`src/rtl/sdspi_pkg.sv`:
```
// Shared types, constants and the frame byte function of the SD card SPI init sequencer.
// Used by sdspi_step and sd_card_spi_init_sequencer_core; depends on nothing.
package sdspi_pkg;

   typedef enum logic [2:0] {
      PH_IDLE,
      PH_WAKE,
      PH_CMD0,
      PH_CMD1,
      PH_CMD16,
      PH_WAIT0,
      PH_WAIT1,
      PH_DONE
   } phase_type;

   localparam logic [1:0] KIND_START = 2'd0;
   localparam logic [1:0] KIND_XFER_DONE = 2'd1;
   localparam logic [1:0] KIND_DELAY_DONE = 2'd2;

   localparam logic [1:0] ST_BUSY = 2'd0;
   localparam logic [1:0] ST_READY = 2'd1;
   localparam logic [1:0] ST_NO_IDLE = 2'd2;
   localparam logic [1:0] ST_NO_READY = 2'd3;

   localparam logic [1:0] CSR_RETRY_LIMIT = 2'd0;
   localparam logic [1:0] CSR_WAKEUP_BYTES = 2'd1;
   localparam logic [1:0] CSR_RESPONSE_BYTES = 2'd2;
   localparam logic [1:0] CSR_BLOCK_LENGTH = 2'd3;

   localparam logic [3:0] RETRY_LIMIT_RESET = 4'd10;
   localparam logic [4:0] WAKEUP_BYTES_RESET = 5'd10;
   localparam logic [3:0] RESPONSE_BYTES_RESET = 4'd8;
   localparam logic [31:0] BLOCK_LENGTH_RESET = 32'h0000_0200;

   localparam logic [7:0] CMD0_CODE = 8'h40;
   localparam logic [7:0] CMD1_CODE = 8'h41;
   localparam logic [7:0] CMD16_CODE = 8'h50;
   localparam logic [7:0] CMD0_CRC = 8'h95;
   localparam logic [7:0] IDLE_BYTE = 8'hFF;
   localparam logic [7:0] R1_IDLE = 8'h01;
   localparam logic [7:0] R1_READY = 8'h00;
   localparam logic [4:0] FRAME_LEN = 5'd6;
   localparam logic [4:0] POS_CRC = 5'd5;

   typedef struct packed {
      logic [3:0] retry_limit;
      logic [4:0] wakeup_bytes;
      logic [3:0] response_bytes;
      logic [31:0] block_length;
   } cfg_type;

   typedef struct packed {
      logic [7:0] tx_byte;
      logic transfer;
      logic chip_select;
      logic wait_request;
      logic [1:0] status;
   } result_type;

   // Byte at a given position of the six-byte command frame of a command phase.
   function automatic logic [7:0] frame_byte(phase_type ph, logic [4:0] pos,
                                             logic [31:0] blen);
      logic [7:0] code;
      logic [7:0] crc;
      logic [31:0] arg;
      logic [7:0] res;
      code = CMD0_CODE;
      crc = CMD0_CRC;
      arg = 32'd0;
      if (ph == PH_CMD1) begin
         code = CMD1_CODE;
         crc = IDLE_BYTE;
      end else if (ph == PH_CMD16) begin
         code = CMD16_CODE;
         crc = IDLE_BYTE;
         arg = blen;
      end
      case (pos)
         5'd0: res = code;
         5'd1: res = arg[31:24];
         5'd2: res = arg[23:16];
         5'd3: res = arg[15:8];
         5'd4: res = arg[7:0];
         POS_CRC: res = crc;
         default: res = IDLE_BYTE;
      endcase
      return res;
   endfunction

endpackage

```
`src/rtl/sdspi_step.sv`:
```
// Sequencer state and the combinational decision for one item of the SD card SPI init sequencer.
// Depends on sdspi_pkg; instantiated by sd_card_spi_init_sequencer_core.
module sdspi_step (
   input  logic clock,
   input  logic reset,
   input  logic fire,
   input  logic [1:0] kind,
   input  logic [7:0] rx_byte,
   input  sdspi_pkg::cfg_type cfg,
   output sdspi_pkg::result_type result
);
   import sdspi_pkg::*;

   typedef enum logic [2:0] {
      ACT_IGNORE,
      ACT_START_WAKE,
      ACT_WAKE_BYTE,
      ACT_BEGIN,
      ACT_FRAME_BYTE,
      ACT_RETRY,
      ACT_FINISH
   } act_type;

   phase_type phase_ff, phase_in;
   logic [4:0] pos_ff, pos_in;
   logic [3:0] attempt_ff, attempt_in;
   logic [7:0] last_rsp_ff, last_rsp_in;
   logic [1:0] final_status_ff, final_status_in;

   act_type act;
   phase_type target;
   logic [1:0] fin_status;
   logic in_cmd;
   logic [7:0] rsp_upd;
   logic [4:0] pos_inc;
   logic more_bytes;
   logic rsp_ok;
   logic [3:0] attempt_inc;
   logic [3:0] limit;
   logic exhausted;
   logic [1:0] cur_status;

   assign in_cmd = (phase_ff inside {PH_CMD0, PH_CMD1, PH_CMD16});
   assign rsp_upd = (in_cmd && pos_ff >= FRAME_LEN && rx_byte != IDLE_BYTE) ?
                    rx_byte : last_rsp_ff;
   assign pos_inc = pos_ff + 5'd1;
   assign more_bytes = {1'b0, pos_inc} < ({1'b0, FRAME_LEN} + {2'b00, cfg.response_bytes});
   assign rsp_ok = (phase_ff == PH_CMD0) ? (rsp_upd == R1_IDLE) : (rsp_upd == R1_READY);
   assign attempt_inc = attempt_ff + 4'd1;
   assign limit = (cfg.retry_limit == 4'd0) ? 4'd1 : cfg.retry_limit;
   assign exhausted = attempt_inc >= limit;
   assign cur_status = (phase_ff == PH_DONE) ? final_status_ff : ST_BUSY;

   always_comb begin
      act = ACT_IGNORE;
      target = PH_CMD0;
      fin_status = ST_READY;
      case (kind)
         KIND_START: begin
            if (cfg.wakeup_bytes == 5'd0) begin
               act = ACT_BEGIN;
               target = PH_CMD0;
            end else begin
               act = ACT_START_WAKE;
            end
         end
         KIND_XFER_DONE: begin
            if (phase_ff == PH_WAKE) begin
               if (pos_ff < cfg.wakeup_bytes) begin
                  act = ACT_WAKE_BYTE;
               end else begin
                  act = ACT_BEGIN;
                  target = PH_CMD0;
               end
            end else if (in_cmd) begin
               if (more_bytes) begin
                  act = ACT_FRAME_BYTE;
               end else if (phase_ff == PH_CMD16) begin
                  act = ACT_FINISH;
                  fin_status = ST_READY;
               end else if (rsp_ok) begin
                  act = ACT_BEGIN;
                  target = (phase_ff == PH_CMD0) ? PH_CMD1 : PH_CMD16;
               end else if (exhausted) begin
                  act = ACT_FINISH;
                  fin_status = (phase_ff == PH_CMD0) ? ST_NO_IDLE : ST_NO_READY;
               end else begin
                  act = ACT_RETRY;
                  target = (phase_ff == PH_CMD0) ? PH_WAIT0 : PH_WAIT1;
               end
            end
         end
         KIND_DELAY_DONE: begin
            if (phase_ff == PH_WAIT0) begin
               act = ACT_BEGIN;
               target = PH_CMD0;
            end else if (phase_ff == PH_WAIT1) begin
               act = ACT_BEGIN;
               target = PH_CMD1;
            end
         end
         default: act = ACT_IGNORE;
      endcase
   end

   // Next state.
   always_comb begin
      phase_in = phase_ff;
      pos_in = pos_ff;
      attempt_in = attempt_ff;
      last_rsp_in = last_rsp_ff;
      final_status_in = final_status_ff;
      if (fire) begin
         if (kind == KIND_START) begin
            attempt_in = 4'd0;
            final_status_in = ST_BUSY;
            last_rsp_in = IDLE_BYTE;
         end
         case (act)
            ACT_START_WAKE: begin
               phase_in = PH_WAKE;
               pos_in = 5'd1;
            end
            ACT_WAKE_BYTE: pos_in = pos_inc;
            ACT_BEGIN: begin
               phase_in = target;
               pos_in = 5'd0;
               last_rsp_in = IDLE_BYTE;
               if (in_cmd && kind == KIND_XFER_DONE) begin
                  attempt_in = 4'd0;
               end
            end
            ACT_FRAME_BYTE: begin
               pos_in = pos_inc;
               last_rsp_in = rsp_upd;
            end
            ACT_RETRY: begin
               phase_in = target;
               pos_in = pos_inc;
               last_rsp_in = rsp_upd;
               attempt_in = attempt_inc;
            end
            ACT_FINISH: begin
               phase_in = PH_DONE;
               pos_in = pos_inc;
               last_rsp_in = rsp_upd;
               final_status_in = fin_status;
               if (phase_ff != PH_CMD16) begin
                  attempt_in = attempt_inc;
               end
            end
            default: phase_in = phase_ff;
         endcase
      end
   end

   // Result of the item.
   always_comb begin
      result.tx_byte = IDLE_BYTE;
      result.transfer = 1'b0;
      result.chip_select = 1'b0;
      result.wait_request = 1'b0;
      result.status = cur_status;
      case (act)
         ACT_START_WAKE, ACT_WAKE_BYTE: begin
            result.transfer = 1'b1;
            result.status = ST_BUSY;
         end
         ACT_BEGIN: begin
            result.tx_byte = frame_byte(target, 5'd0, cfg.block_length);
            result.transfer = 1'b1;
            result.chip_select = 1'b1;
            result.status = ST_BUSY;
         end
         ACT_FRAME_BYTE: begin
            result.tx_byte = frame_byte(phase_ff, pos_inc, cfg.block_length);
            result.transfer = 1'b1;
            result.chip_select = 1'b1;
            result.status = ST_BUSY;
         end
         ACT_RETRY: begin
            result.wait_request = 1'b1;
            result.status = ST_BUSY;
         end
         ACT_FINISH: result.status = fin_status;
         default: result.status = cur_status;
      endcase
   end

   always_ff @(posedge clock) begin
      if (reset) begin
         phase_ff <= PH_IDLE;
         pos_ff <= 5'd0;
         attempt_ff <= 4'd0;
         last_rsp_ff <= IDLE_BYTE;
         final_status_ff <= ST_BUSY;
      end else begin
         phase_ff <= phase_in;
         pos_ff <= pos_in;
         attempt_ff <= attempt_in;
         last_rsp_ff <= last_rsp_in;
         final_status_ff <= final_status_in;
      end
   end

   a_done_has_status: assert property (@(posedge clock) disable iff (reset)
      phase_ff == PH_DONE |-> final_status_ff != ST_BUSY)
      else $error("finished sequence carries a busy status");

   a_wait_after_try: assert property (@(posedge clock) disable iff (reset)
      (phase_ff == PH_WAIT0 || phase_ff == PH_WAIT1) |-> attempt_ff != 4'd0)
      else $error("retry delay pending without a counted try");

   a_pos_in_frame: assert property (@(posedge clock) disable iff (reset)
      in_cmd |-> pos_ff <= 5'd21)
      else $error("byte position ran past the longest command exchange");

   a_select_only_on_transfer: assert property (@(posedge clock) disable iff (reset)
      fire |-> (result.transfer || !result.chip_select))
      else $error("chip select asserted without a byte transfer");

endmodule

```
`src/rtl/sd_card_spi_init_sequencer_core.sv`:
```
// Top level of the SD card SPI-mode init sequencer: handshakes, configuration registers
// and the result register. Depends on sdspi_pkg and sdspi_step.
//
// Usage: each req_ transfer is one event: start, finished SPI byte exchange (with the
// received byte) or elapsed retry delay. Every accepted event yields exactly one rsp_
// transfer telling the link which byte to exchange next, whether chip select is asserted,
// whether a retry delay is wanted, and the sequence status.
// The event is captured in an input register and decided combinationally against the
// sequencer state; the decision is stored in the result register, which drives rsp_valid
// and the result payload. One event per cycle is sustained while the receiver does not
// stall; the combinational next-state decision sets that rate.
// When the receiver stalls, the result register holds its payload and the input register
// keeps one further event; req_stall then rises until the result is taken.
// The user writes registers via csr_write, csr_index and csr_wdata only while idle; the block
// does not enforce this. Synchronous reset loads the register defaults (10 tries, 10 wake-up
// bytes, 8 response reads, block length 512), returns the sequencer to idle and empties both stages.
module sd_card_spi_init_sequencer_core (
   input  logic clock,
   input  logic reset,
   input  logic req_valid,
   output logic req_stall,
   input  logic [1:0] req_kind,
   input  logic [7:0] req_rx_byte,
   output logic rsp_valid,
   input  logic rsp_stall,
   output logic [7:0] rsp_tx_byte,
   output logic rsp_transfer,
   output logic rsp_chip_select,
   output logic rsp_wait_request,
   output logic [1:0] rsp_status,
   input  logic csr_write,
   input  logic [1:0] csr_index,
   input  logic [31:0] csr_wdata
);
   import sdspi_pkg::*;

   cfg_type cfg_ff, cfg_in;
   logic stg_valid_ff, stg_valid_in;
   logic [1:0] stg_kind_ff;
   logic [7:0] stg_rx_ff;
   logic rsp_valid_ff, rsp_valid_in;
   result_type rsp_ff;
   result_type step_result;
   logic req_accept;
   logic advance;

   assign advance = stg_valid_ff && (!rsp_valid_ff || !rsp_stall);
   assign req_stall = stg_valid_ff && !advance;
   assign req_accept = req_valid && !req_stall;

   always_comb begin
      stg_valid_in = stg_valid_ff;
      if (req_accept) begin
         stg_valid_in = 1'b1;
      end else if (advance) begin
         stg_valid_in = 1'b0;
      end
      rsp_valid_in = rsp_valid_ff;
      if (advance) begin
         rsp_valid_in = 1'b1;
      end else if (!rsp_stall) begin
         rsp_valid_in = 1'b0;
      end
   end

   always_comb begin
      cfg_in = cfg_ff;
      if (csr_write) begin
         case (csr_index)
            CSR_RETRY_LIMIT: cfg_in.retry_limit = csr_wdata[3:0];
            CSR_WAKEUP_BYTES: cfg_in.wakeup_bytes = csr_wdata[4:0];
            CSR_RESPONSE_BYTES: cfg_in.response_bytes = csr_wdata[3:0];
            CSR_BLOCK_LENGTH: cfg_in.block_length = csr_wdata;
            default: cfg_in = cfg_ff;
         endcase
      end
   end

   sdspi_step u_step (
      .clock(clock),
      .reset(reset),
      .fire(advance),
      .kind(stg_kind_ff),
      .rx_byte(stg_rx_ff),
      .cfg(cfg_ff),
      .result(step_result)
   );

   always_ff @(posedge clock) begin
      if (reset) begin
         stg_valid_ff <= 1'b0;
         rsp_valid_ff <= 1'b0;
         cfg_ff.retry_limit <= RETRY_LIMIT_RESET;
         cfg_ff.wakeup_bytes <= WAKEUP_BYTES_RESET;
         cfg_ff.response_bytes <= RESPONSE_BYTES_RESET;
         cfg_ff.block_length <= BLOCK_LENGTH_RESET;
      end else begin
         stg_valid_ff <= stg_valid_in;
         rsp_valid_ff <= rsp_valid_in;
         cfg_ff <= cfg_in;
      end
   end

   always_ff @(posedge clock) begin
      if (req_accept) begin
         stg_kind_ff <= req_kind;
         stg_rx_ff <= req_rx_byte;
      end
      if (advance) begin
         rsp_ff <= step_result;
      end
   end

   assign rsp_valid = rsp_valid_ff;
   assign rsp_tx_byte = rsp_ff.tx_byte;
   assign rsp_transfer = rsp_ff.transfer;
   assign rsp_chip_select = rsp_ff.chip_select;
   assign rsp_wait_request = rsp_ff.wait_request;
   assign rsp_status = rsp_ff.status;

   a_no_overwrite: assert property (@(posedge clock) disable iff (reset)
      rsp_valid_ff && rsp_stall |-> !advance)
      else $error("result register overwritten while the receiver stalls");

   a_stage_keeps_item: assert property (@(posedge clock) disable iff (reset)
      stg_valid_ff && !advance |=> stg_valid_ff)
      else $error("held request lost before it was decided");

   a_result_follows_item: assert property (@(posedge clock) disable iff (reset)
      advance |=> rsp_valid_ff)
      else $error("decided item produced no result");

endmodule

```
`config.mk`:
```
export PLATFORM = sky130hd
export DESIGN_NAME = sd_card_spi_init_sequencer_core
export DESIGN_NICKNAME = d
export VERILOG_FILES = /design/src/rtl/sdspi_pkg.sv /design/src/rtl/sdspi_step.sv /design/src/rtl/sd_card_spi_init_sequencer_core.sv
export SDC_FILE = /design/constraint.sdc
export NUM_CORES = 1
export LEC_CHECK = 0
export CORE_MARGIN = 10
export CORE_UTILIZATION = 40
export CTS_BUF_LIST = sky130_fd_sc_hd__clkbuf_2 sky130_fd_sc_hd__clkbuf_4 sky130_fd_sc_hd__clkbuf_8
export CTS_CLUSTER_DIAMETER = 200
export DETAILED_ROUTE_END_ITERATION = 10
export DONT_BUFFER_PORTS = 1
export PLACE_DENSITY_LB_ADDON = 0.05
export SLEW_MARGIN = 10
export SYNTH_ARGS = -nofsm -noshare
export SYNTH_HDL_FRONTEND = slang
export SYNTH_SLANG_ARGS = --single-unit
```
`constraint.sdc`:
```
create_clock -name clock -period 7.5 [get_ports clock]
set_input_delay 0.75 -clock clock [delete_from_list [all_inputs] [get_ports clock]]
set_output_delay 0.75 -clock clock [all_outputs]
set_load 0.02 [all_outputs]
```
==> run metrics <==
top cells by area, synth=dfxtp_1 (29%), edfxtp_1 (14%), nand2_1 (7.5%); clk_skew=0.0174 ns; Seq/Total Area, Yosys=0.428; crit share post-route=0.525; Critical Path AT=4.07 ns; Worst EP required=~7.6 ns; starting density of the core=0.407; Worst setup SP type=flip-flop; synth cell count leaders=nand2_1 (97), dfxtp_1 (69), a21oi_1 (50), nor2_1 (37); LEAKAGE=1.90 nW; Die Ht=130 microns; Via-to-Cell Ratio=5.63; Avg WL per Cell=18.8 microns; core box area=11,900 sq um; CP Capture Type=flip-flop; Pre-Repair DR Iteration Count=4; Post-synth EDFFs=23; Core Rows=40; # fillers=1,228; Die Area=16,900 sq um; worst-margin pin slew=1.18 ns; gr ovfl total=0; via count=~3,900; count leader, synth=nand2_1; clock buffer depth=2; Final HPWL DP=between 9000 and 10,000 microns; Main synth FF type=dfxtp_1; crit-path max FO=12; Max-Cap Viols=0; first-pass GRT wire length=approximately 21,000 microns; Yosys warning count=0; Die X-Extent=130 microns; PD cells=177 nW/um^2; post-synth cell types=73; initial DRC count=148; Mapped Cells=approximately 550; number of global-route vias before repair=3,846; Tmin final=3.94 ns; Clock transition at path regs=~0.09 ns; initial antenna violation count=0; fmax=254 MHz; post-CTS setup buffer count=0; Yosys top cell by area=dfxtp_1; Final GP Congestion=0.852; total detailed-routing wirelength=between 10,000 and 15,000 microns; Inserted Diodes=0; share of layout cells above drive strength 1=0.0596; Min-Delay Path Class=in2reg; ANT nets after route=0; Residual DRC=0; NumNets Final=~600; final hold vios=0; Syn Area/Cell=a little under 9 sq um; share of the synthesized area in the top cell type=0.285; maximum vdd drop=approximately 0.10 mV; Async SR Flop Fraction=0; CTS Buf Count=9; RSZ-0062 raised after global routing=no; post-synthesis register bit count=92; Resize count post-CTS=0; H-tree depth=3; clk root buf=clkbuf_8; number of buffers added on ports=0; largest net degree at the start of global routing=62; Slew Limit Headroom=0.214; fin util=0.426; syn_nets=619; mapped cell area=4840 sq um; Pins Over Slew Limit=0; IO Pins=64; Syn-to-layout area delta=4.83%; all-layer global routing usage=0.157; status=finished, final reports clean; setup TNS=0 ns; Worst-Skew Late Latency=0.38 ns; # clock sinks=a little over 90; setup violators final=0; clock tree from TritonCTS=built; critical path type=reg2reg; # hold bufs at CTS=0
## logic make-up (layout without fill, tap and decap cells)
kind of cell    Yosys count  after routing  synth area share
compound gates          155            155             0.225
buf+inv                  50             40            0.0447
xor+xnor                 11             11            0.0199
flops                    92             92             0.428
fa+ha+maj                23             23            0.0594
simple gates            207            207             0.205
mux                       9              9            0.0189
## flip-flops by register name, summed over array words and instances (netlist names)
register / flops
u_step.last_rsp_ff: 8
stg_rx_ff: 8
u_step.final_status_ff: 2
rsp_wait_request: 1
rsp_transfer: 1
stg_kind_ff: 2
u_step.phase_ff: 3
rsp_status: 2
u_step.attempt_ff: 4
stg_valid_ff: 1
rsp_valid: 1
rsp_chip_select: 1
rsp_tx_byte: 8
cfg_ff: 45
u_step.pos_ff: 5
## placed cells by master (no fill, tap or decap), drive strengths merged, types with 4 or more instances in the layout
| cell | instances |
|---|---|
| nand2 | 97 |
| dfxtp | 69 |
| a21oi | 51 |
| nor2 | 38 |
| inv | 27 |
| ha | 23 |
| edfxtp | 23 |
| o21ai | 23 |
| nand2b | 15 |
| a22oi | 11 |
| clkbuf | 10 |
| nor2b | 8 |
| o22a | 8 |
| mux2i | 8 |
| xnor2 | 7 |
| a21o | 7 |
| nand3 | 7 |
| and2 | 7 |
| a22o | 6 |
| nor3 | 6 |
| and3 | 5 |
| nor4 | 5 |
| a211o | 5 |
| nand3b | 5 |
| nor3b | 5 |
| xor2 | 4 |
| o22ai | 4 |
| o311ai | 4 |
| a211oi | 4 |
## layer usage
layer | wire length, microns | track usage | up-vias
met4 | 125 | 0.0430 | 0
met2 | 6350 | 0.264 | 85
met3 | 775 | 0.0592 | 7
li1 | - | - | 1923
met5 | 0 | 0 | -
met1 | 5640 | 0.184 | 1836
## area by class of cell
class / instances / area (sq um) / area share
sequential: 92 / 2070 / 0.408
multi-input combinational: 405 / 2550 / 0.503
tap: 147 / 184 / 0.0362
inverter: 24 / 90.1 / 0.0177
clock buffer: 10 / 131 / 0.0259
clock inverter: 6 / 45.0 / 0.00887
## final timing paths
check	start	to	slack (ns)	depth (start not counted)
worst max register to register	u_step.pos_ff[0]	rsp_tx_byte[6]	3.56	13
worst min register to register	cfg_ff[19]	cfg_ff[19]	0.46	2
worst min-delay path	reset	stg_valid_ff	0.44	1
worst max-delay path	u_step.pos_ff[0]	rsp_tx_byte[6]	3.56	13
## through the flow
| step | power, mW | cells | setup slack, ns | instance area [sq um] | hold slack [ns] |
|---|---|---|---|---|---|
| floorplan | 0.589 | 547 | 4.26 | 4840 | 0.436 |
| finish | 0.900 | 684 | 3.56 | 5080 | 0.437 |
| global placement | 0.600 | 668 | 3.72 | 4900 | 0.438 |
| detailed placement | 0.601 | 668 | 3.61 | 4900 | 0.441 |
| global route | 0.942 | 684 | 3.23 | 5080 | 0.404 |
| CTS | 0.915 | 684 | 3.59 | 5080 | 0.410 |
## critical path, cell delays in order, from the launching register on
cell and delay, ns:
dfxtp_1 0.60, ha_1 0.29, nand2b_1 0.14, and2_1 0.18
inv_1 0.08, ha_1 0.31, a21oi_1 0.12, o21ai_0 0.11
a31o_2 0.29, o311a_1 0.14, o21ai_1 0.58, nand3_2 0.21
a311o_1 0.37, a221o_1 0.27
## report_power, final
part | leakage, nW | switching (mW) | total, mW | internal [mW]
combinational | 1.05 | 0.0346 | 0.0547 | 0.0201
sequential | 0.754 | 0.0119 | 0.534 | 0.522
clock | 0.0914 | 0.184 | 0.312 | 0.127
(Power assumes the default switching activity.)
